### src/design/lzwe_pkg.sv
// Package with the request types and fixed constants of the LZW encoder.
`default_nettype none

package lzwe_pkg;

  localparam int unsigned RootCount = 256;
  localparam int unsigned EndCode   = 256;
  localparam int unsigned FirstFree = 257;
  localparam int unsigned MaxCodeW  = 16;

  typedef struct packed {
    logic [7:0] in_byte;
    logic       in_last;
  } in_req_t;

  typedef struct packed {
    logic [7:0] out_byte;
    logic       out_last;
  } out_req_t;

  typedef struct packed {
    logic [7:0] ch;
    logic       last;
    logic       start;
  } cmd_t;

  typedef struct packed {
    logic [MaxCodeW-1:0] code;
    logic                fin;
  } code_req_t;

endpackage

`default_nettype wire

### src/design/lzwe_front.sv
// Input queue that accepts message bytes and marks the first byte of each message.
`default_nettype none

module lzwe_front (
  input  wire logic             clk_i,
  input  wire logic             rst_ni,
  input  wire logic             in_valid_i,
  output logic                  in_stall_o,
  input  wire lzwe_pkg::in_req_t in_req_i,
  output logic                  cmd_valid_o,
  input  wire logic             cmd_ready_i,
  output lzwe_pkg::cmd_t        cmd_o
);

  lzwe_pkg::cmd_t q_mem [2];
  logic           wr_ptr_q, wr_ptr_d;
  logic           rd_ptr_q, rd_ptr_d;
  logic [1:0]     cnt_q, cnt_d;
  logic           start_q, start_d;
  logic           push, pop;

  assign in_stall_o  = (cnt_q == 2'd2);
  assign push        = in_valid_i && !in_stall_o;
  assign cmd_valid_o = (cnt_q != 2'd0);
  assign pop         = cmd_valid_o && cmd_ready_i;
  assign cmd_o       = q_mem[rd_ptr_q];

  always_comb begin
    wr_ptr_d = wr_ptr_q;
    rd_ptr_d = rd_ptr_q;
    cnt_d    = cnt_q;
    start_d  = start_q;
    if (push) begin
      wr_ptr_d = !wr_ptr_q;
      start_d  = in_req_i.in_last;
    end
    if (pop) begin
      rd_ptr_d = !rd_ptr_q;
    end
    if (push && !pop) begin
      cnt_d = cnt_q + 2'd1;
    end else if (pop && !push) begin
      cnt_d = cnt_q - 2'd1;
    end
  end

  always_ff @(posedge clk_i or negedge rst_ni) begin
    if (!rst_ni) begin
      wr_ptr_q <= 1'b0;
      rd_ptr_q <= 1'b0;
      cnt_q    <= 2'd0;
      start_q  <= 1'b1;
    end else begin
      wr_ptr_q <= wr_ptr_d;
      rd_ptr_q <= rd_ptr_d;
      cnt_q    <= cnt_d;
      start_q  <= start_d;
    end
  end

  always_ff @(posedge clk_i) begin
    if (push) begin
      q_mem[wr_ptr_q].ch    <= in_req_i.in_byte;
      q_mem[wr_ptr_q].last  <= in_req_i.in_last;
      q_mem[wr_ptr_q].start <= start_q;
    end
  end

endmodule

`default_nettype wire

### config.mk
export PLATFORM = sky130hd
export DESIGN_NAME = lzwe_front
export DESIGN_NICKNAME = d
export VERILOG_FILES = /design/src/design/lzwe_pkg.sv /design/src/design/lzwe_front.sv
export SDC_FILE = /design/constraint.sdc
export NUM_CORES = 1
export LEC_CHECK = 0
export ABC_AREA = 1
export BUFFER_PORTS_ARGS = -buffer_cell sky130_fd_sc_hd__buf_2
export CORE_ASPECT_RATIO = 1.1
export CORE_MARGIN = 2
export CORE_UTILIZATION = 35
export CTS_CLUSTER_DIAMETER = 40
export CTS_CLUSTER_SIZE = 40
export DETAILED_ROUTE_END_ITERATION = 16
export PLACE_DENSITY = 0.53
export SYNTH_ARGS = -nofsm -noshare
export SYNTH_HDL_FRONTEND = slang
export SYNTH_SLANG_ARGS = --single-unit
### constraint.sdc
create_clock -name clk_i -period 1.8 [get_ports clk_i]
set_input_delay 0.27 -clock clk_i [delete_from_list [all_inputs] [get_ports clk_i]]
set_output_delay 0.27 -clock clk_i [all_outputs]
set_load 0.005 [all_outputs]
* Yosys cells after proc, flatten, opt, wreduce, memory -nomap -nowiden
Memory sizes are Yosys's and may differ from the RTL's. Index checks and enable logic that the tools add are counted. W data, S select, Z words.
Word-level totals: output and inout port bits 12, input port bits 13, logic and storage cells 23, RAM bits 20, bits in registers 5, memories 1
Memories:
- q_mem | depth 2, bits a word 10, read ports 1, clocked after memory_dff 0, wr ports 1, RTL line lzwe_front.sv:15 | lzwe_pkg::cmd_t q_mem [2];
Operators by class: reduce and logical (&&, ||, !) cells 11, equality and inequality tests 1, add/subtract/negate cells 2, muxes and demuxes 4
Operator list (number):
- $logic_not A1 Y1 | 5
- $logic_and A1 B1 Y1 | 4
- $mux W2 | 2
- $reduce_bool A2 Y1 | 2
- $add A2 B1 Y2 const B | 1
- $eq A2 B2 Y1 const B | 1
- $mux W1 | 2
- $sub A2 B1 Y2 const B | 1

* Longest topological paths before layout
depth after elaboration 7, mapped depth 9, mapped depth without buffers 9

* Worst setup path after synthesis
Ideal clock, no wire load.
path type register -> register, start point register cnt_q[1], end point memory q_mem[1][0] (netlist name) (enable), data required time 1.424 ns, buffers on the path 0, clock period less this slack 1.411 ns, cell stages (with the launch flop) 4, slack 0.389 ns, data arrival time 1.035 ns, library setup time 0.376 ns, cell sequence dfrtp_1 inv_1 o21ai_1 nor2_1
On the way: word-level cells in the longest chain between the ends 5
RTL lines:
- start, declared | RTL line lzwe_front.sv:18 | logic [1:0] cnt_q, cnt_d;
- start signal, assigned | RTL line lzwe_front.sv:56 | cnt_q <= cnt_d;
- $eq A2 B2 Y1 | RTL line lzwe_front.sv:22 | assign in_stall_o = (cnt_q == 2'd2);
- $logic_not A1 Y1 | RTL line lzwe_front.sv:23 | assign push = in_valid_i && !in_stall_o;
- $logic_and A1 B1 Y1 | RTL line lzwe_front.sv:23
- $mux W1 | RTL line lzwe_front.sv:62 | if (push) begin
- $mux W1 (implied by the code) | RTL line lzwe_front.sv:65 | q_mem[wr_ptr_q].start <= start_q;
- end, declared | RTL line lzwe_front.sv:15
No other way between the ends.

==> metrics.md <==
| Metric | Value |
|---|---|
| CTS Root Cell | clkbuf_4 |
| I/O pins | 25 |
| Leakage power | 0.568 nW |
| Final ANT Viol Nets | 0 |
| Dpl hpwl | 1.28 mm |
| Hold slack | 144 ps |
| CTS tree | yes |
| Comb power frac | 37.1% |
| Ant diodes | 0 |
| Outcome | complete, no violations |
| Flops & latches, synth | 25 |
| Setup Viol. Count Final | 0 |
| Setup Skew | 1.51 ps |
| Post-CTS sizing | 0 |
| Worst Hold Class | primary input to flip-flop |
| Crit path max fanout | 11 |
| CTS Buf Count | 3 |
| Syn nets | 102 |
| DR vias | 661 |
| WL/cell | 11.1 um |
| Initial drt markers | 14 |
| Max-cap violation count | 0 |
| Cells after Synth | 88 |
| Vias in the first global route | 662 |
| Final hold violations | 0 |
| Die Area | 0.00332 mm2 |
| Req. time, crit path | 1530 ps |
| Fill cell count | 292 |
| Synth cell count leaders | nand2_1 (42), edfxtp_1 (20), inv_1 (8), dfrtp_1 (4) |
| Pint | 1.17 mW |
| Switching power | 0.611 mW |
| Min cycle time layout | 1510 ps |
| All-layer global routing usage | 12.1% |
| Die Ht | 60.3 um |
| Peak VDD IR | 0.860 mV |
| Nets | 133 |
| # DRC | 0 |
| Non-Filler Instances | 151 |
| Library cells used by synthesis | 16 |
| Starting density of the core | 36.6% |
| Vias per cell | 4.38 |
| Total power | 1.78 mW |
| Core area | 0.00275 mm2 |
| Initial antenna violation count | 0 |
| Max-slew headroom | 75.0% |
| Clock share of power | 13.7% |
| First-pass GRT wire length | 2.71 mm |
| Clock Tree Buf Depth | 2 |
| Top cells by area, synth | edfxtp_1 (60%), nand2_1 (16%), dfrtp_1 (9.9%) |
| Setup tns final | 0 ps |
| Placed instance area | 0.00117 mm2 |
| Worst-Margin Slew | 374 ps |
| Synth area leader | edfxtp_1 |
| Mapped Area | 0.00101 mm2 |
| Layout cells sized above 1 | 30.5% |
| Overflow after GRT | 0 |
| Sequential Area | 727 um2 |
| Most numerous cell in the Yosys netlist | nand2_1 |
| Placer's final routability congestion estimate | 0.714 |
| Post-route cell area | 0.00121 mm2 |
| RSZ-0062 raised after global routing | false |
| Final WL | 1.68 mm |
| Max Freq | 663 MHz |
| Pwr Density | 1460 mW/mm2 |
| CTS clk-pin slew, worst paths | 130 ps |
| CP Capture Type | output port |
| Fin. max-slew vios | 0 |
| DRT Pass-1 Iters | 4 |
| Largest net degree at the start of global routing | 16 |
| Multi-input gate area | 234 um2 |
| Area delta synth->final | 20.6% |
| Dpl cells | 146 |
| Port Buf Inserts | 24 |
| Mean Syn Cell Area | 11.4 um2 |
| Die width | 55.2 um |
| Top_reg_cell synth | edfxtp_1 |
| Seq/Total Area, Yosys | 72.2% |
| Switching part of the total | 34.4% |
| EDFF count, synth | 20 |
| Critical Path AT | 1240 ps |
| H-tree depth | 1 |
| Clk_lat worst skew | 310 ps |
| Rows | 20 |
| Crit start category | flip-flop |
| Clock Sinks | 25 |
| Yosys warns | 0 |
| Post-synth top area share | 59.6% |
| Kind of critical path | flip-flop to output port |
| Synth async-reset ratio | 20.0% |
| Period utilisation layout | 83.8% |
| Sequential share of power | 49.2% |
-- cells by family (layout without fill, tap and decap cells) --
logic type | after synthesis | in the layout | share of synthesized area [%]
and+or+nand+nor | 50 | 50 | 20.6
buffers and inverters | 10 | 40 | 4.60
AOI/OAI and AO/OA | 1 | 1 | 0.496
xor gates and xnor gates | 1 | 1 | 0.870
adders and majority gates | 1 | 1 | 1.24
DFF | 25 | 25 | 72.2
-- sequential cells by signal (all words and copies together) (netlist names) --
signal / cells
wr_ptr_q: 1
q_mem: 20
rd_ptr_q: 1
start_q: 1
cnt_q: 2
-- through the flow --
stage	util, %	setup slack (ps)
CTS	44.1	243
floorplan	-	389
global route	44.1	136
global placement	42.7	462
detailed placement	42.7	414
finish	44.1	291
-- metal layers --
metal / wire [um] / global-route usage (%) / vias to the layer above
met5: 0 / 0 / -
met4: 23 / 8.01 / 0
met3: 88 / 2.50 / 2
met2: 894 / 21.8 / 14
met1: 669 / 12.0 / 303
li1: - / - / 342
-- power groups by stage --
stage | Sequential [mW] | Clock, mW | Combinational (mW)
2_1_floorplan | 0.880 | 0 | 0.434
6_report | 0.875 | 0.243 | 0.659
4_1_cts | 0.876 | 0.260 | 0.684
3_5_place_dp | 0.890 | 0 | 0.679
5_1_grt | 0.893 | 0.279 | 0.786
3_3_place_gp | 0.884 | 0 | 0.669
-- critical path: stages (launching register included) --
cell     delay, ps
dfrtp_1        400
inv_1          270
nand2_1         80
nand2_1         80
buf_2          110
-- placed cells by master, fill, tap and decap left out --
cell / Yosys / routed
xnor2_1: 1 / 1
dlygate4sd3_1: 0 / 1
dfstp_2: 1 / 1
nand2_1: 42 / 42
nor2_2: 1 / 1
o21ai_1: 1 / 1
dfrtp_1: 4 / 4
nand2_2: 2 / 2
nand3_1: 2 / 2
ha_1: 1 / 1
clkbuf_4: 0 / 3
buf_4: 0 / 3
buf_2: 1 / 24
clkinvlp_4: 0 / 1
nor2_4: 1 / 1
nor2_1: 1 / 1
edfxtp_1: 20 / 20
inv_1: 8 / 8
nand4_1: 1 / 1
-- worst paths after layout --
path                        startpoint           to  slack [ps]  depth (start not counted)
hold / removal             in_req_i[8]  q_mem[1][9]         140                          1
setup reg to reg              cnt_q[1]  q_mem[0][0]         420                          5
min in group asynchronous       rst_ni     cnt_q[1]         290                          2
hold reg to reg               cnt_q[1]     cnt_q[1]         490                          2
setup / recovery              rd_ptr_q     cmd_o[1]         290                          4
max in group asynchronous       rst_ni      start_q        1300                          2
-- final cells by class --
class,count,area share [%]
well taps,33,3.40
inverters,8,2.47
flip-flops and latches,25,59.8
clock inverters,1,0.618
repair buffers,28,12.6
multi-input cells,53,19.3
clock buffers,3,1.85
-- repair_timing --
item | CTS | global route
hold endpoints to repair | 5 | 0
hold buffers | 1 | 0
buffers inserted | 0 | 0
No activity file was read; power rests on OpenSTA's default activity.
