==> src/design/lzwe_pkg.sv <==
// Package with the request types and fixed constants of the LZW encoder.
`default_nettype none

package lzwe_pkg;

  localparam int unsigned RootCount = 256;
  localparam int unsigned EndCode   = 256;
  localparam int unsigned FirstFree = 257;
  localparam int unsigned MaxCodeW  = 16;

  typedef struct packed {
    logic [7:0] in_byte;
    logic       in_last;
  } in_req_t;

  typedef struct packed {
    logic [7:0] out_byte;
    logic       out_last;
  } out_req_t;

  typedef struct packed {
    logic [7:0] ch;
    logic       last;
    logic       start;
  } cmd_t;

  typedef struct packed {
    logic [MaxCodeW-1:0] code;
    logic                fin;
  } code_req_t;

endpackage

`default_nettype wire

==> src/design/lzwe_pack.sv <==
// Bit packer that turns codes into MSB-first bytes and pads the final byte.
`default_nettype none

module lzwe_pack #(
  parameter int unsigned CODE_WIDTH = 12
) (
  input  wire logic                clk_i,
  input  wire logic                rst_ni,
  input  wire logic                code_valid_i,
  output logic                     code_ready_o,
  input  wire lzwe_pkg::code_req_t code_i,
  output logic                     out_valid_o,
  input  wire logic                out_stall_i,
  output lzwe_pkg::out_req_t       out_req_o
);

  localparam int unsigned ACC_W = CODE_WIDTH + 7;
  localparam int unsigned CNT_W = $clog2(ACC_W + 1);

  logic [ACC_W-1:0]   acc_q, acc_d;
  logic [CNT_W-1:0]   cnt_q, cnt_d;
  logic               fin_q, fin_d;
  logic               out_valid_q, out_valid_d;
  lzwe_pkg::out_req_t out_q, out_d;
  logic               emit_ok, full_byte, pad_byte, take_code;

  assign emit_ok      = !out_valid_q || !out_stall_i;
  assign full_byte    = (cnt_q >= CNT_W'(8));
  assign pad_byte     = fin_q && !full_byte && (cnt_q != '0);
  assign code_ready_o = !full_byte && !fin_q;
  assign take_code    = code_valid_i && code_ready_o;
  assign out_valid_o  = out_valid_q;
  assign out_req_o    = out_q;

  always_comb begin
    acc_d       = acc_q;
    cnt_d       = cnt_q;
    fin_d       = fin_q;
    out_d       = out_q;
    out_valid_d = out_valid_q && out_stall_i;
    if (take_code) begin
      acc_d = ACC_W'(acc_q << CODE_WIDTH) | ACC_W'(code_i.code[CODE_WIDTH-1:0]);
      cnt_d = cnt_q + CNT_W'(CODE_WIDTH);
      fin_d = code_i.fin;
    end else if (full_byte && emit_ok) begin
      out_d.out_byte = 8'(acc_q >> (cnt_q - CNT_W'(8)));
      out_d.out_last = fin_q && (cnt_q == CNT_W'(8));
      out_valid_d    = 1'b1;
      cnt_d          = cnt_q - CNT_W'(8);
      if (cnt_q == CNT_W'(8)) begin
        fin_d = 1'b0;
      end
    end else if (pad_byte && emit_ok) begin
      out_d.out_byte = 8'(acc_q << (CNT_W'(8) - cnt_q));
      out_d.out_last = 1'b1;
      out_valid_d    = 1'b1;
      cnt_d          = '0;
      fin_d          = 1'b0;
    end
  end

  always_ff @(posedge clk_i or negedge rst_ni) begin
    if (!rst_ni) begin
      cnt_q       <= '0;
      fin_q       <= 1'b0;
      out_valid_q <= 1'b0;
    end else begin
      cnt_q       <= cnt_d;
      fin_q       <= fin_d;
      out_valid_q <= out_valid_d;
    end
  end

  always_ff @(posedge clk_i) begin
    acc_q <= acc_d;
    out_q <= out_d;
  end

endmodule

`default_nettype wire

==> config.mk <==
export PLATFORM = sky130hd
export DESIGN_NAME = lzwe_pack
export DESIGN_NICKNAME = d
export VERILOG_FILES = /design/src/design/lzwe_pkg.sv /design/src/design/lzwe_pack.sv
export SDC_FILE = /design/constraint.sdc
export NUM_CORES = 1
export LEC_CHECK = 0
export ABC_CLOCK_PERIOD_IN_PS = 4660
export BUFFER_PORTS_ARGS = -buffer_cell sky130_fd_sc_hd__buf_2
export CAP_MARGIN = 20
export CORE_UTILIZATION = 25
export CTS_CLUSTER_SIZE = 40
export DETAILED_ROUTE_END_ITERATION = 7
export GPL_TIMING_DRIVEN = 0
export SLEW_MARGIN = 20
export SYNTH_ARGS = -nofsm -noshare
export SYNTH_HDL_FRONTEND = slang
export SYNTH_SLANG_ARGS = --single-unit
==> constraint.sdc <==
create_clock -name clk_i -period 4.66 [get_ports clk_i]
set_clock_uncertainty 0.15 [all_clocks]
set_input_delay 0 -clock clk_i [delete_from_list [all_inputs] [get_ports clk_i]]
set_output_delay 0 -clock clk_i [all_outputs]
set_load 0.05 [all_outputs]
## Yosys cells after proc, flatten, opt, wreduce, memory -nomap -nowiden

Cells that the tools add are included.

- Add/sub/neg operators: 3
- Multipliers: 0
- Divide/modulo/power cells: 0
- Magnitude comparators: 1
- Equal/unequal tests: 2
- Shifts and indexed selects: 2
- Mux-type cells: 12
- Bitwise operators: 2
- Reductions and logical operators: 18

Operator list:

| operator | count |
|---|---|
| $or A19 B12 Y19 | 1 |
| $shl A19 B5 Y8 | 1 |
| $shr A19 B5 Y8 | 1 |
| $mux W9 | 2 |
| $mux W5 | 3 |
| $logic_and A1 B1 Y1 | 8 |
| $mux W1 | 7 |
| $add A5 B4 Y5 const B | 1 |
| $eq A5 B4 Y1 const B | 1 |
| $ge A5 B4 Y1 const B | 1 |
| $reduce_bool A5 Y1 | 1 |
| $sub A4 B5 Y5 const A | 1 |
| $sub A5 B4 Y5 const B | 1 |
| $logic_not A1 Y1 | 4 |
| $reduce_and A2 Y1 | 2 |
| $ne A3 B2 Y1 const B | 1 |
| $reduce_bool A3 Y1 | 1 |
| $reduce_bool A2 Y1 | 1 |
| $logic_or A1 B1 Y1 | 1 |
| $not A1 Y1 | 1 |

- Bits in registers: 35
- Bits in latches: 0
- RAM bits: 0
- Bits in read-only memories: 0
- Input bits: 21
- Word-level logic and storage cells: 46
- Memories kept: 0

## Logic depth before layout (Yosys ltp)

Gate-level depths: netlist of run 1.

- Word-level depth: 8
- Depth in mapped cells: 8

## Worst setup path before layout of run 1

Ideal clock, no wire load.

- Path type: reg-to-output
- Start point: reg cnt_q[3]
- End point: out code_ready_o
- Arrival: 2.200 ns
- Path slack: 2.310 ns
- Stages on the path, launching flop included: 6
- Buffers on the path: 1
- Cells stage by stage: dfrtp_1 -> buf_2 -> inv_1 -> ha_1 -> inv_2 -> nor3_1

- Longest elaborated chain between the ends: 3

Ends and longest elaborated chain:

| what | RTL line | source |
|---|---|---|
| start, declared | lzwe_pack.sv:21 | `logic [CNT_W-1:0] cnt_q, cnt_d;` |
| start signal, assigned | lzwe_pack.sv:68 | `cnt_q <= cnt_d;` |
| $ge A5 B4 Y1 | lzwe_pack.sv:28 | `assign full_byte = (cnt_q >= CNT_W'(8));` |
| $logic_not A1 Y1 | lzwe_pack.sv:30 | `assign code_ready_o = !full_byte && !fin_q;` |
| $logic_and A1 B1 Y1 | lzwe_pack.sv:30 |  |
| end, declared | lzwe_pack.sv:10 | `output logic code_ready_o,` |

Every way passes these cells.

## Worst setup path in the final report of run 1

- Start point: reg cnt_q[2]
- End point: reg out_q, in the netlist out_req_o[7] (enable)

- Longest elaborated chain between the ends: 7
- Elaborated cells between the ends (all ways): 12
- Classes of those cells: order compare (1); bitwise (1); reduce/logical (10)

Ends and longest elaborated chain:

| what | RTL line | source |
|---|---|---|
| $ge A5 B4 Y1 | lzwe_pack.sv:28 |  |
| $logic_not A1 Y1 | lzwe_pack.sv:29, lzwe_pack.sv:30 |  |
| $logic_and A1 B1 Y1 (2 in series) | lzwe_pack.sv:29 | `assign pad_byte = fin_q && !full_byte && (cnt_q != '0);` |
| $logic_and A1 B1 Y1 | lzwe_pack.sv:53 | `end else if (pad_byte && emit_ok) begin` |
| $reduce_bool A2 Y1 (no line) | n/a |  |
| $reduce_and A2 Y1 (no line) * | n/a |  |
| end signal, assigned | lzwe_pack.sv:76 | `out_q <= out_d;` |
| end, declared | lzwe_pack.sv:24 | `lzwe_pkg::out_req_t out_q, out_d;` |

Mark *: on every way between the ends. The rest lies on a longest branch, timed or not.
A chain may end at the register's enable or synchronous reset.

==> results.txt, run 1 <==
The run finished with clean final reports. The global placement routability congestion is roughly 0.85. The level count of the clock H-tree is 2. The unique cell type count in the Yosys netlist came out at 35.

The critical path goes through buf_2 > inv_2 > ha_1 > nor2b_2 > a211oi_4 > nor2_1. The number of search-and-repair iterations in the first detailed-routing pass came out at 4. In this run the worst path has a maximum fanout of 10. Once layout is complete, the utilization of the core stands at 33.4%. The number of buffers added on ports is 27. The fraction of synthesized cell area in xor and xnor cells is 0.532%. The part of the power in registers is around a third.

The antenna diode count is 0. Summed over all nets, the half-perimeter wirelength after detailed placement is 2330 µm. The number of failing hold endpoints at the final stage came out at 0. The sum of overflow across all layers after global routing came out at 0. The number of antenna violations at the first check in global routing is 0. The core box area is 6350 µm². The vertical die dimension came out at between 80 and 90 µm. The sum of routed wire length over all layers is around 3200 µm.

The total design power came out at approximately 0.0015 W. The total of endpoints with negative setup slack in the final report is 0. The remaining antenna violation count after routing is 0. STA classifies the critical path endpoint as a flip-flop. The number of DRC violations after detailed routing is 0.

The count of nets after finishing came out at around 210. At the later pin of the worst-skew pair, clock insertion delay measures 280 ps. The share of final-layout standard cells stronger than drive strength 1 came out at approximately 27%.

The mux share of post-synthesis cell area came out at under 10%. The die width is roughly 83 µm. The share of the Yosys chip area taken by registers is between 50% and 60%. The number of design-rule violations left by the first detailed-router iteration came out at between 50 and 60. The total negative slack for setup checks came out at 0 ps. Synthesis produced a netlist with a net count of approximately 160.

The capture point of the worst path is out_req_o[7]$_DFFE_PP_. The cell depth of the worst setup path came out at 6. The summed instance area of the synthesized netlist came out at between 1500 and 2000 µm². In this run the critical register-to-register path is captured at out_req_o[7]$_DFFE_PP_.

On the worst path, the slowest cell contributes a delay of around 630 ps. The share of synthesized cell area in and, or, nand and nor gates came out at 13.8%. The data required time of the critical path is between 4000 and 5000 ps. The max-slew violation total from the final report came out at 0. In the layout the commonest cells are buf_2 (30), edfxtp_1 (28), nand2_1 (19), dlygate4sd3_1 (16), mux2i_1 (15). The post-layout minimum cycle time is approximately 2500 ps. The kind of cell with the highest combined delay along the critical path is simple AND/OR/NAND/NOR gates.

The launching element type of the critical path is a flip-flop. The share of the synthesized area in compound gates (AO/OA/AOI/OAI) is between 10% and 20%. In this run the post-CTS setup repair buffer count came out at 0. The via count of the first global-routing pass came to between 1000 and 1500. The synthesis-to-layout area growth is 28.8%. Global routing consumed, over all layers together, about a tenth of the routing resources.

The combined buffer and inverter count along the critical path is 2. Counting cells, the worst reg-to-reg path comes to 6. The synthesized netlist cell count is around 130. The worst slew slack as a fraction of its limit came out at a little under half. Tracing the worst setup path back leads to its startpoint at cnt_q[2]$_DFFE_PN0P_.

TritonCTS built the clock tree. Setup repair after global routing left no endpoint under its margin. The share of synthesized cell area in full adder, half adder and majority cells is under 10%.

The number of vias in the routed layout is 1148. On the critical path, the stage with the largest delay is an instance of nor2_1. The die covers 6910 µm². The via-per-instance ratio is around 4.4.

The number of gates resized after CTS was 0. The cell chosen for the clock root is clkbuf_8. The number of warnings reported in the yosys synthesis log is 0. Summed over all nets, the switching power comes to 0.000719 W.

The fraction of power spent switching nets is a little under half. After detailed routing, the average wire length per cell comes to between 10 and 15 µm. The count of clock tree sinks is 33.

The arrival time of data at the critical path endpoint came out at about 2300 ps. The most common library cell in the layout ignoring fill and taps is buf_2. The top achievable clock speed is a little under 400 MHz. The count of standard-cell rows is 29. The count of max-cap constraint violations is 0. In this run the critical register-to-register path is launched from cnt_q[2]$_DFFE_PN0P_. VDD sags by at most ~0.00044 V. The maximum clock path buffer count is 2. By area, the combinational part of the netlist is dominated by simple AND/OR/NAND/NOR gates.

The power per unit of standard cell area came out at approximately 730 nW/µm². The pin slew with the least headroom to its limit is between 800 and 900 ps. The number of clock buffers added by TritonCTS is 5. Synthesis inferred 33 register bits. Clock-pin slew was measured on the worst setup and hold paths at ~70 ps. During I/O placement, the number of pins put on the boundary was 32. The internal power consumption came out at slightly above 0.0008 W. The setup slack of the most critical reg-to-reg path is between 2000 and 2500 ps. The first global-routing pass estimated ~5400 µm of wire. The path class of the tightest hold or removal check is in2reg.

The hold-fix buffer count after cts is 16. For this configuration, the core starts out at a cell density of roughly a quarter. The critical path is of the reg2reg type. The fraction of power consumed by combinational cells came out at between 50 and 60%. The leakage dissipation is between 0.8 and 0.9 nW. Entering global routing, the biggest net connects 22 pins. The clock network fraction of design power is around an eighth.

The share of the clock period used by the worst path after layout came out at 53.9%. A synthesized cell averages around 13 µm².
state kept, by name (all words and copies together), names as in the netlist:
signal / count
cnt_q: 3
out_valid_o: 1
acc_q: 19
fin_q: 1
out_req_o: 9
worst reg2reg max path, cell delays in order (launching register included):
cell and delay (ps):
dfrtp_1 390, buf_2 190, inv_2 170, ha_1 190, nor2b_2 330, a211oi_4 90, nor2_1 630
metal layers:
layer,up-vias,GRT usage [%],wire length [µm]
met4,0,2.82,19
met1,536,13.2,1620
met3,2,3.38,151
met2,28,15.4,1440
li1,582,-,-
met5,-,0,0
cell usage after synthesis:
cell,count,share of area (%)
nand2b_1,1,0.38
nand2_1,19,4.3
nor2_1,4,0.91
a211oi_1,2,0.91
a31oi_1,1,0.38
ha_1,5,3.8
xnor2_1,1,0.53
nand3_1,6,1.8
a211oi_4,1,1.2
nand4_1,4,1.5
dfrtp_1,5,7.6
nor3_1,1,0.30
a2bb2oi_1,1,0.53
o21ai_4,1,0.99
o21ai_0,2,0.61
and3_1,1,0.38
o21ai_2,1,0.53
edfxtp_1,28,51
o32ai_1,1,0.53
a21oi_4,1,0.99
nor2b_2,1,0.53
nand3_2,1,0.61
or2b_4,1,0.68
a21oi_1,2,0.61
o32a_1,1,0.61
clkbuf_1,1,0.23
inv_1,2,0.46
and4_1,1,0.53
buf_2,3,0.91
o21ai_1,11,3.3
inv_2,3,0.68
buf_4,1,0.46
and2_1,1,0.38
nand4b_4,1,1.4
mux2i_1,15,9.1
through the flow:
stage	instances	worst slack [ps]	area, µm²	hold WS [ps]
2_1_floorplan	131	2310	1650	-446
3_3_place_gp	235	2190	1880	-319
3_5_place_dp	235	2190	1880	-318
4_1_cts	259	2160	2120	3.51
5_1_grt	259	2020	2120	22.2
6_report	259	2150	2120	5.78
worst min path at each step:
stage,cells past startpoint,slack (ps),endpoint,from
CTS,4,4,cnt_q[4]$_DFFE_PN0P_,code_valid_i
global placement,1,-320,fin_q$_DFFE_PN0P_,rst_ni
finish,4,6,cnt_q[4]$_DFFE_PN0P_,code_valid_i
global route,4,20,cnt_q[4]$_DFFE_PN0P_,code_valid_i
floorplan,0,-450,cnt_q[2]$_DFFE_PN0P_,rst_ni
detailed placement,1,-320,cnt_q[2]$_DFFE_PN0P_,rst_ni
power groups by stage:
stage	clock (W)	sequential (W)	combinational, W
global placement	0	0.000511	0.000819
global route	0.000222	0.000519	0.000904
finish	0.000199	0.000507	0.000841
floorplan	0	0.000659	0.000498
detailed placement	0	0.000514	0.000829
CTS	0.000210	0.000508	0.000842
final cells by class:
cell class	count	area (µm²)
Timing Repair Buffer	43	295
Fill cell	644	4230
Tap cell	77	96.3
Clock inverter	2	10.0
Inverter	5	18.8
Multi-Input combinational cell	88	634
Clock buffer	6	72.6
Buffer	5	26.3
Sequential cell	33	966
cells by family (layout without fill, tap and decap cells):
logic type	count (synthesis)	after routing
simple gates	42	42
buf+inv	10	61
compound gates	25	25
flops	33	33
mux	15	15
fa+ha+maj	5	5
xor+xnor	1	1
(Power assumes the default switching activity.)
==> run 2, diff against run 1 <==
ABC_CLOCK_PERIOD_IN_PS = 2300   (was 4660)
clock period = 2.3 ns   (was 4.66 ns; I/O delays follow)
==> run 2 against run 1 <==
Compared with the run above: combinational power increased by 110%; largest cell class unchanged; critical endpoint is now acc_q[1]$_DFFE_PP_; core utilization increased by 0.87 points; highest routed layer unchanged; worst setup slack worse by 2000 ps; critical path type unchanged; via count barely moved.
==> results.txt, run 2 (same netlist as run 1, synthesis figures left out) <==
The flow ran to the end, and the final reports show no timing, DRC or antenna violations. The post-layout minimum cycle time is 2160 ps (-354 ps). The delay of the slowest cell on the worst path came out at 360 ps (-270 ps). The share of the clock period used by the worst path after layout is 93.9% (+40 points). The pin slew with the least headroom to its limit is 423 ps (-386 ps). The total design power was 0.00331 W (+110%). The leakage dissipation came out at 0.868 nW (+1.5%).

The library cells used most frequently in the layout, excluding fill and tap cells, are buf_2 (30), edfxtp_1 (28), nand2_1 (19), dlygate4sd3_1 (17), mux2i_1 (15). Walking the worst path, the cells encountered are buf_2 > inv_2 > ha_1 > or2b_4 > nand4b_4 > inv_2. The synthesis-to-layout area growth is 32.2%. The power per unit of standard cell area is 1520 nW/µm² (+110%).

The tree is rooted in a clkbuf_8. The critical path is of the reg2reg type. The number of flip-flops under the largest register name came out at 19 (unchanged). The antenna diode count came out at 0 (unchanged). The number of antenna violations at the first check in global routing is 0 (unchanged). The register with the most flip-flops in the final layout is acc_q. The largest net degree at the start of global routing is 22 (unchanged).

The worst hold slack is 271 ps (+266 ps). The half-perimeter wire length after detailed placement came to 2340 µm (about the same). The number of search-and-repair iterations in the first detailed-routing pass came out at 4 (unchanged).

The launching element type of the critical path is a flip-flop. The core box area came out at 6350 µm² (unchanged). The worst ir drop on vdd is 0.000744 V (+67%). The number of failing hold endpoints at the final stage came to 0 (unchanged). The sum of routed wire length over all layers was 3260 µm (+0.96%). The remaining antenna violation count after routing came out at 0 (unchanged).

The top achievable clock speed is 463 MHz (+16%). The global placement routability congestion came out at 0.848 (-0.26%). The die footprint came to 6910 µm² (unchanged). The share of final-layout standard cells stronger than drive strength 1 was 28.0% (+1.1 points). The level count of the clock H-tree came out at 2 (unchanged). The via-per-instance ratio is 4.43 (about the same).

The count of max-cap constraint violations came to 0 (unchanged). The worst slew slack as a fraction of its limit is 71.7% (+26 points). The largest fanout of any net on the critical path is 21 (+11). The clock input transition at the sequential cells of the worst setup and hold paths came out at 70 ps (about the same). Among the stages of the critical path, the cell type that occurs most often is inv_2. The starting density of the core was 25.9% (unchanged). The buffer count from post-CTS setup fixing came out at 0 (unchanged). The sum of overflow across all layers after global routing is 0 (unchanged).

The clock network latency to the later pin of the worst-skew pair was 280 ps (about the same). The count of clock tree sinks came to 33 (unchanged). The count of standard-cell rows came out at 29 (unchanged). The post-detailed-route wirelength per cell came out at 12.6 µm (+0.96%).

The maximum clock path buffer count is 2 (unchanged). The number of filler instances in the final layout came out at 623 (-3.3%). The arrival time of data at the critical path endpoint is 1950 ps (-320 ps). The number of vias in the routed layout is 1147 (-0.087%). The number of buffers added by the clock tree synthesis step was 5 (unchanged).

The overall fraction of global-route tracks in use came to 10.2% (+0.29 points). The vertical die dimension came to 83.1 µm (unchanged). The via count of the first global-routing pass is 1140 (-1.2%). The number of buffers added on ports is 27 (unchanged). The library cell used most frequently in the layout, excluding fill and tap cells, is buf_2. The CTS tree is done. Setup repair after global routing left no endpoint under its margin.

The max-slew violation total from the final report came out at 0 (unchanged). The number of top-level design ports is 32 (unchanged). The slowest cell on the critical path is dfrtp_1.

The tightest min-delay check is of the in2reg type. The die width is 83.1 µm (unchanged). The number of DRC violations after detailed routing is 0 (unchanged). The worst setup path is captured at a flip-flop.

The count of nets after finishing came out at 207 (unchanged). The data required time of the critical path was 2090 ps (-2320 ps). The wire length of the first global-routing pass is 5530 µm (+2.4%). The total of endpoints with negative setup slack in the final report is 0 (unchanged).

The number of design-rule violations left by the first detailed-router iteration came out at 67 (+26%).
==> run 2: metal layers <==
layer / routed length [µm] / part of all wire (%) / track usage, %
met2: 1390 / 43 / 14.6
met5: 0 / 0 / 0
met1: 1630 / 50 / 14.3
met4: 70 / 2.1 / 4.70
met3: 175 / 5.4 / 2.78
==> run 2: final cells by class <==
type                            instances  area (µm²)  share of cell area, %
Buffer                                  4        22.5                   1.04
Tap cell                               77        96.3                   4.43
Timing Repair Buffer                   44         305                   14.0
Multi-Input combinational cell         88         659                   30.3
Inverter                                5        18.8                  0.863
Clock inverter                          2        33.8                   1.55
Sequential cell                        33         966                   44.4
Clock buffer                            6        72.6                   3.34
==> run 2: critical path: cells and delay by family (launching register included) <==
| family | cells | cell delay (ps) |
|---|---|---|
| AND/OR/NAND/NOR | 2 | 370 |
| buffers and inverters | 3 | 680 |
| flip-flops | 1 | 360 |
| adder cells (fa/ha/maj) | 1 | 230 |
==> run 2: worst paths after layout <==
check,start,endpoint,slack [ps],depth (start not counted)
setup / recovery,cnt_q[2]$_DFFE_PN0P_,acc_q[1]$_DFFE_PP_,140,6
hold / removal,code_i[1],acc_q[0]$_DFFE_PP_,270,2
setup reg to reg,cnt_q[2]$_DFFE_PN0P_,acc_q[1]$_DFFE_PP_,140,6
hold reg to reg,acc_q[6]$_DFFE_PP_,acc_q[18]$_DFFE_PP_,340,0
max in group asynchronous,rst_ni,cnt_q[4]$_DFFE_PN0P_,1320,3
min in group asynchronous,rst_ni,out_valid_o$_DFF_PN0_,480,3
==> run 2: where the power goes <==
part / switching [W] / total [W] / internal [W]
clock network: 0.000213 / 0.000533 / 0.000320
registers: 0.0000981 / 0.00102 / 0.000924
logic: 0.00117 / 0.00176 / 0.000589
total: 0.00148 / 0.00331 / 0.00183
==> run 2: per-stage QoR <==
step | util (%) | std cells | worst slack [ps] | area (µm²) | TNS (ps)
3_3_place_gp | 29.6 | 235 | -181 | 1880 | -1690
3_5_place_dp | 29.6 | 235 | -213 | 1880 | -2000
2_1_floorplan | - | 131 | 110 | 1650 | 0
6_report | 34.2 | 259 | 141 | 2170 | 0
5_1_grt | 34.2 | 259 | 8.97 | 2170 | 0
4_1_cts | 34.0 | 259 | 5.49 | 2160 | 0
==> run 2: timing repair <==
item,4_1_cts,5_1_grt
pin swaps,0,0
hold buffers,17,0
endpoints found under the hold margin,20,0
resized for setup,1,3
setup endpoints to repair,11,31
==> run 3, diff against run 2 <==
ABC_CLOCK_PERIOD_IN_PS = not set   (was 2300)
CORE_ASPECT_RATIO = 0.5   (was not set)
==> run 3 against run 2 <==
Compared with the run above: fmax is 2.3% lower; count of clock-buffer cells in the layout decreased by 1; highest routed layer unchanged; wire length is 6.7% higher; sequential cell count unchanged; largest cell class unchanged; die area is 0.29% higher; clock power grew 16%.
==> results.txt, run 3 (same netlist as run 1, synthesis figures left out) <==
The wire length of the first global-routing pass came out at 5940 µm (+7.4%). The launching instance or port of the critical path is cnt_q[3]$_DFFE_PN0P_. The sum of routed wire length over all layers came to 3480 µm (+6.7%). The maximum clock path buffer count came out at 2 (unchanged). The synthesis-to-layout area growth is 34.0%. The die footprint came out at 6930 µm² (+0.29%).

The post-detailed-route wirelength per cell is 12.9 µm (+2.3%). Setup repair after global routing could not meet its margin everywhere. The total of endpoints with negative setup slack in the final report came to 0 (unchanged).

The die width came out at 117 µm (+40%). The buffer count from post-CTS setup fixing came out at 0 (unchanged). The count of clock tree sinks is 33 (unchanged). The number of flip-flops under the largest register name was 19 (unchanged). The worst setup slack after placement was -288 ps (-74.8 ps). The number of DRC violations after detailed routing came out at 0 (unchanged). The worst setup path is captured at a flip-flop.

Clock tree synthesis selected as its root buffer the cell clkbuf_16. The remaining antenna violation count after routing is 0 (unchanged). The share of final-layout standard cells stronger than drive strength 1 is 28.6% (+0.55 points). The half-perimeter wire length after detailed placement is 2440 µm (+4.5%). The worst hold path startpoint is code_valid_i. For hold timing, the worst endpoint is cnt_q[4]$_DFFE_PN0P_. The most common library cell in the layout ignoring fill and taps is buf_2. The worst slew slack as a fraction of its limit came to 70.8% (-0.95 points). The number of design-rule violations left by the first detailed-router iteration was 67 (unchanged). The arrival time of data at the critical path endpoint is 2170 ps (+220 ps). The worst ir drop on vdd is 0.000434 V (-42%). Leaving out fill and tap cells, the most frequent cells in the layout are buf_2 (30), edfxtp_1 (28), nand2_1 (19), dlygate4sd3_1 (16), mux2i_1 (15). The antenna diode count came out at 0 (unchanged). The origin of the critical flop-to-flop path is cnt_q[3]$_DFFE_PN0P_. The number of vias in the routed layout is 1157 (+0.87%). The number of search-and-repair iterations in the first detailed-routing pass is 4 (unchanged).

The via count of the first global-routing pass is 1218 (+6.8%). The number of failing hold endpoints at the final stage is 0 (unchanged). The kind of path behind the tightest hold check is in2reg. The number of filler instances in the final layout came out at 633 (+1.6%).

The pin slew with the least headroom to its limit came out at 437 ps (+14.2 ps). The core box area was 6210 µm² (-2.3%). The number of buffers added by the clock tree synthesis step was 5 (unchanged).

The leakage dissipation is 0.882 nW (+1.6%). The top achievable clock speed is 453 MHz (-2.3%). The CTS tree is done. The register bank with the most flops is acc_q.

The sum of overflow across all layers after global routing came out at 0 (unchanged). The count of max-cap constraint violations came out at 0 (unchanged). The number of antenna violations at the first check in global routing is 0 (unchanged).

The count of standard-cell rows is 20 (-31%). The worst setup path is launched from a flip-flop. The endpoint identified for the worst register-to-register timing path is out_req_o[5]$_DFFE_PP_. The post-layout minimum cycle time came out at 2210 ps (+50.2 ps). The largest fanout of any net on the critical path was 7 (-67%). The power per unit of standard cell area came out at 1540 nW/µm² (+0.86%). The clock input transition at the sequential cells of the worst setup and hold paths came out at 50 ps (-20 ps). The number of top-level design ports came out at 32 (unchanged).

The number of cells on the worst reg-to-reg path is 7 (+1). The critical path is of the reg2reg type. The global placement routability congestion came out at 0.842 (-0.72%). The clock network latency to the later pin of the worst-skew pair came to 270 ps (about the same). The worst hold path depth came out at 4 (+2). The starting density of the core is 26.5% (+0.60 points). The max-slew violation total from the final report came out at 0 (unchanged).

The overall fraction of global-route tracks in use is 11.5% (+1.3 points). The number of buffers added on ports came to 27 (unchanged). The level count of the clock H-tree came out at 2 (unchanged). The post-layout worst setup margin is 90.8 ps (-50.2 ps).

The sequential standard cell area came to 966 µm² (unchanged). The vertical die dimension is 59.4 µm (-29%). The share of the clock period used by the worst path after layout is 96.1% (+2.2 points).

The data required time of the critical path came to 2260 ps (+170 ps). The largest net degree at the start of global routing is 22 (unchanged). The area of combinational cells with multiple inputs came out at 649 µm² (-1.5%). The count of nets after finishing is 207 (unchanged). The via-per-instance ratio is 4.29 (-3.2%). The run finished with clean final reports. The total design power came to 0.00339 W (+2.2%). The setup slack of the most critical reg-to-reg path came out at 90 ps (-50 ps).
==> run 3: cell count changes in the layout (fill, tap and decap cells not counted) <==
cell,change
clkbuf_8,-5
ha_2,+1
clkinv_1,+1
clkbuf_1,-1
ha_4,-1
clkinv_2,+1
clkbuf_2,+1
clkbuf_16,+5
bufinv_16,-1
dlygate4sd3_1,-1
==> run 3: timing repair <==
item,CTS,global route
hold endpoints to repair,19,0
cloned,0,0
hold buffers,16,0
gates resized for setup,2,3
endpoints found under the setup margin,10,27
==> run 3: critical path, stage by stage (launching register included) <==
cell and delay [ps]:
dfrtp_1 400, buf_2 180, inv_1 190, ha_2 310
inv_2 100, o21ai_4 290, nand3_2 190, o21ai_1 210
==> run 3: area by class of cell <==
class | instances | area share (%)
Clock buffer | 5 | 5.68
Timing Repair Buffer | 43 | 13.4
Clock inverter | 3 | 0.568
Multi-Input combinational cell | 88 | 29.5
Buffer | 5 | 1.25
Sequential cell | 33 | 43.8
Tap cell | 88 | 4.99
Inverter | 5 | 0.851
==> run 3: worst max-delay path by stage <==
| stage | endpoint | slack [ps] | cells past startpoint |
|---|---|---|---|
| after CTS | out_req_o[5]$_DFFE_PP_ | 10 | 7 |
| after floorplan | out_req_o[0]$_SDFFCE_PP1P_ | 110 | 6 |
| final | out_req_o[5]$_DFFE_PP_ | 90 | 7 |
| after global placement | out_req_o[8]$_DFFE_PP_ | -290 | 6 |
| after global routing | out_req_o[2]$_DFFE_PP_ | -30 | 8 |
| after detailed placement | out_req_o[8]$_DFFE_PP_ | -290 | 6 |
==> run 3: metal layers <==
| layer | vias to the layer above | share of wire [%] | global-route usage [%] |
|---|---|---|---|
| li1 | 586 | - | - |
| met1 | 537 | 49 | 15.5 |
| met2 | 26 | 43 | 17.4 |
| met4 | 0 | 2.6 | 5.61 |
| met3 | 8 | 5.0 | 3.07 |
| met5 | - | 0 | 0 |
==> run 3: power breakdown <==
| group | switching [W] | internal (W) |
|---|---|---|
| clock network | 0.000225 | 0.000390 |
| registers | 0.000105 | 0.000927 |
| logic | 0.00118 | 0.000562 |
==> run 3: stage by stage <==
step / cell area [µm²] / hold WS, ps / utilization [%] / cells / TNS [ps]
after CTS: 2200 / 3.20 / 35.5 / 270 / 0
after detailed placement: 1900 / -324 / 30.5 / 246 / -2750
final: 2200 / 5.94 / 35.5 / 270 / 0
after global routing: 2200 / 73.3 / 35.5 / 270 / -30.7
after global placement: 1900 / -326 / 30.5 / 246 / -2730
after floorplan: 1650 / -446 / - / 131 / 0
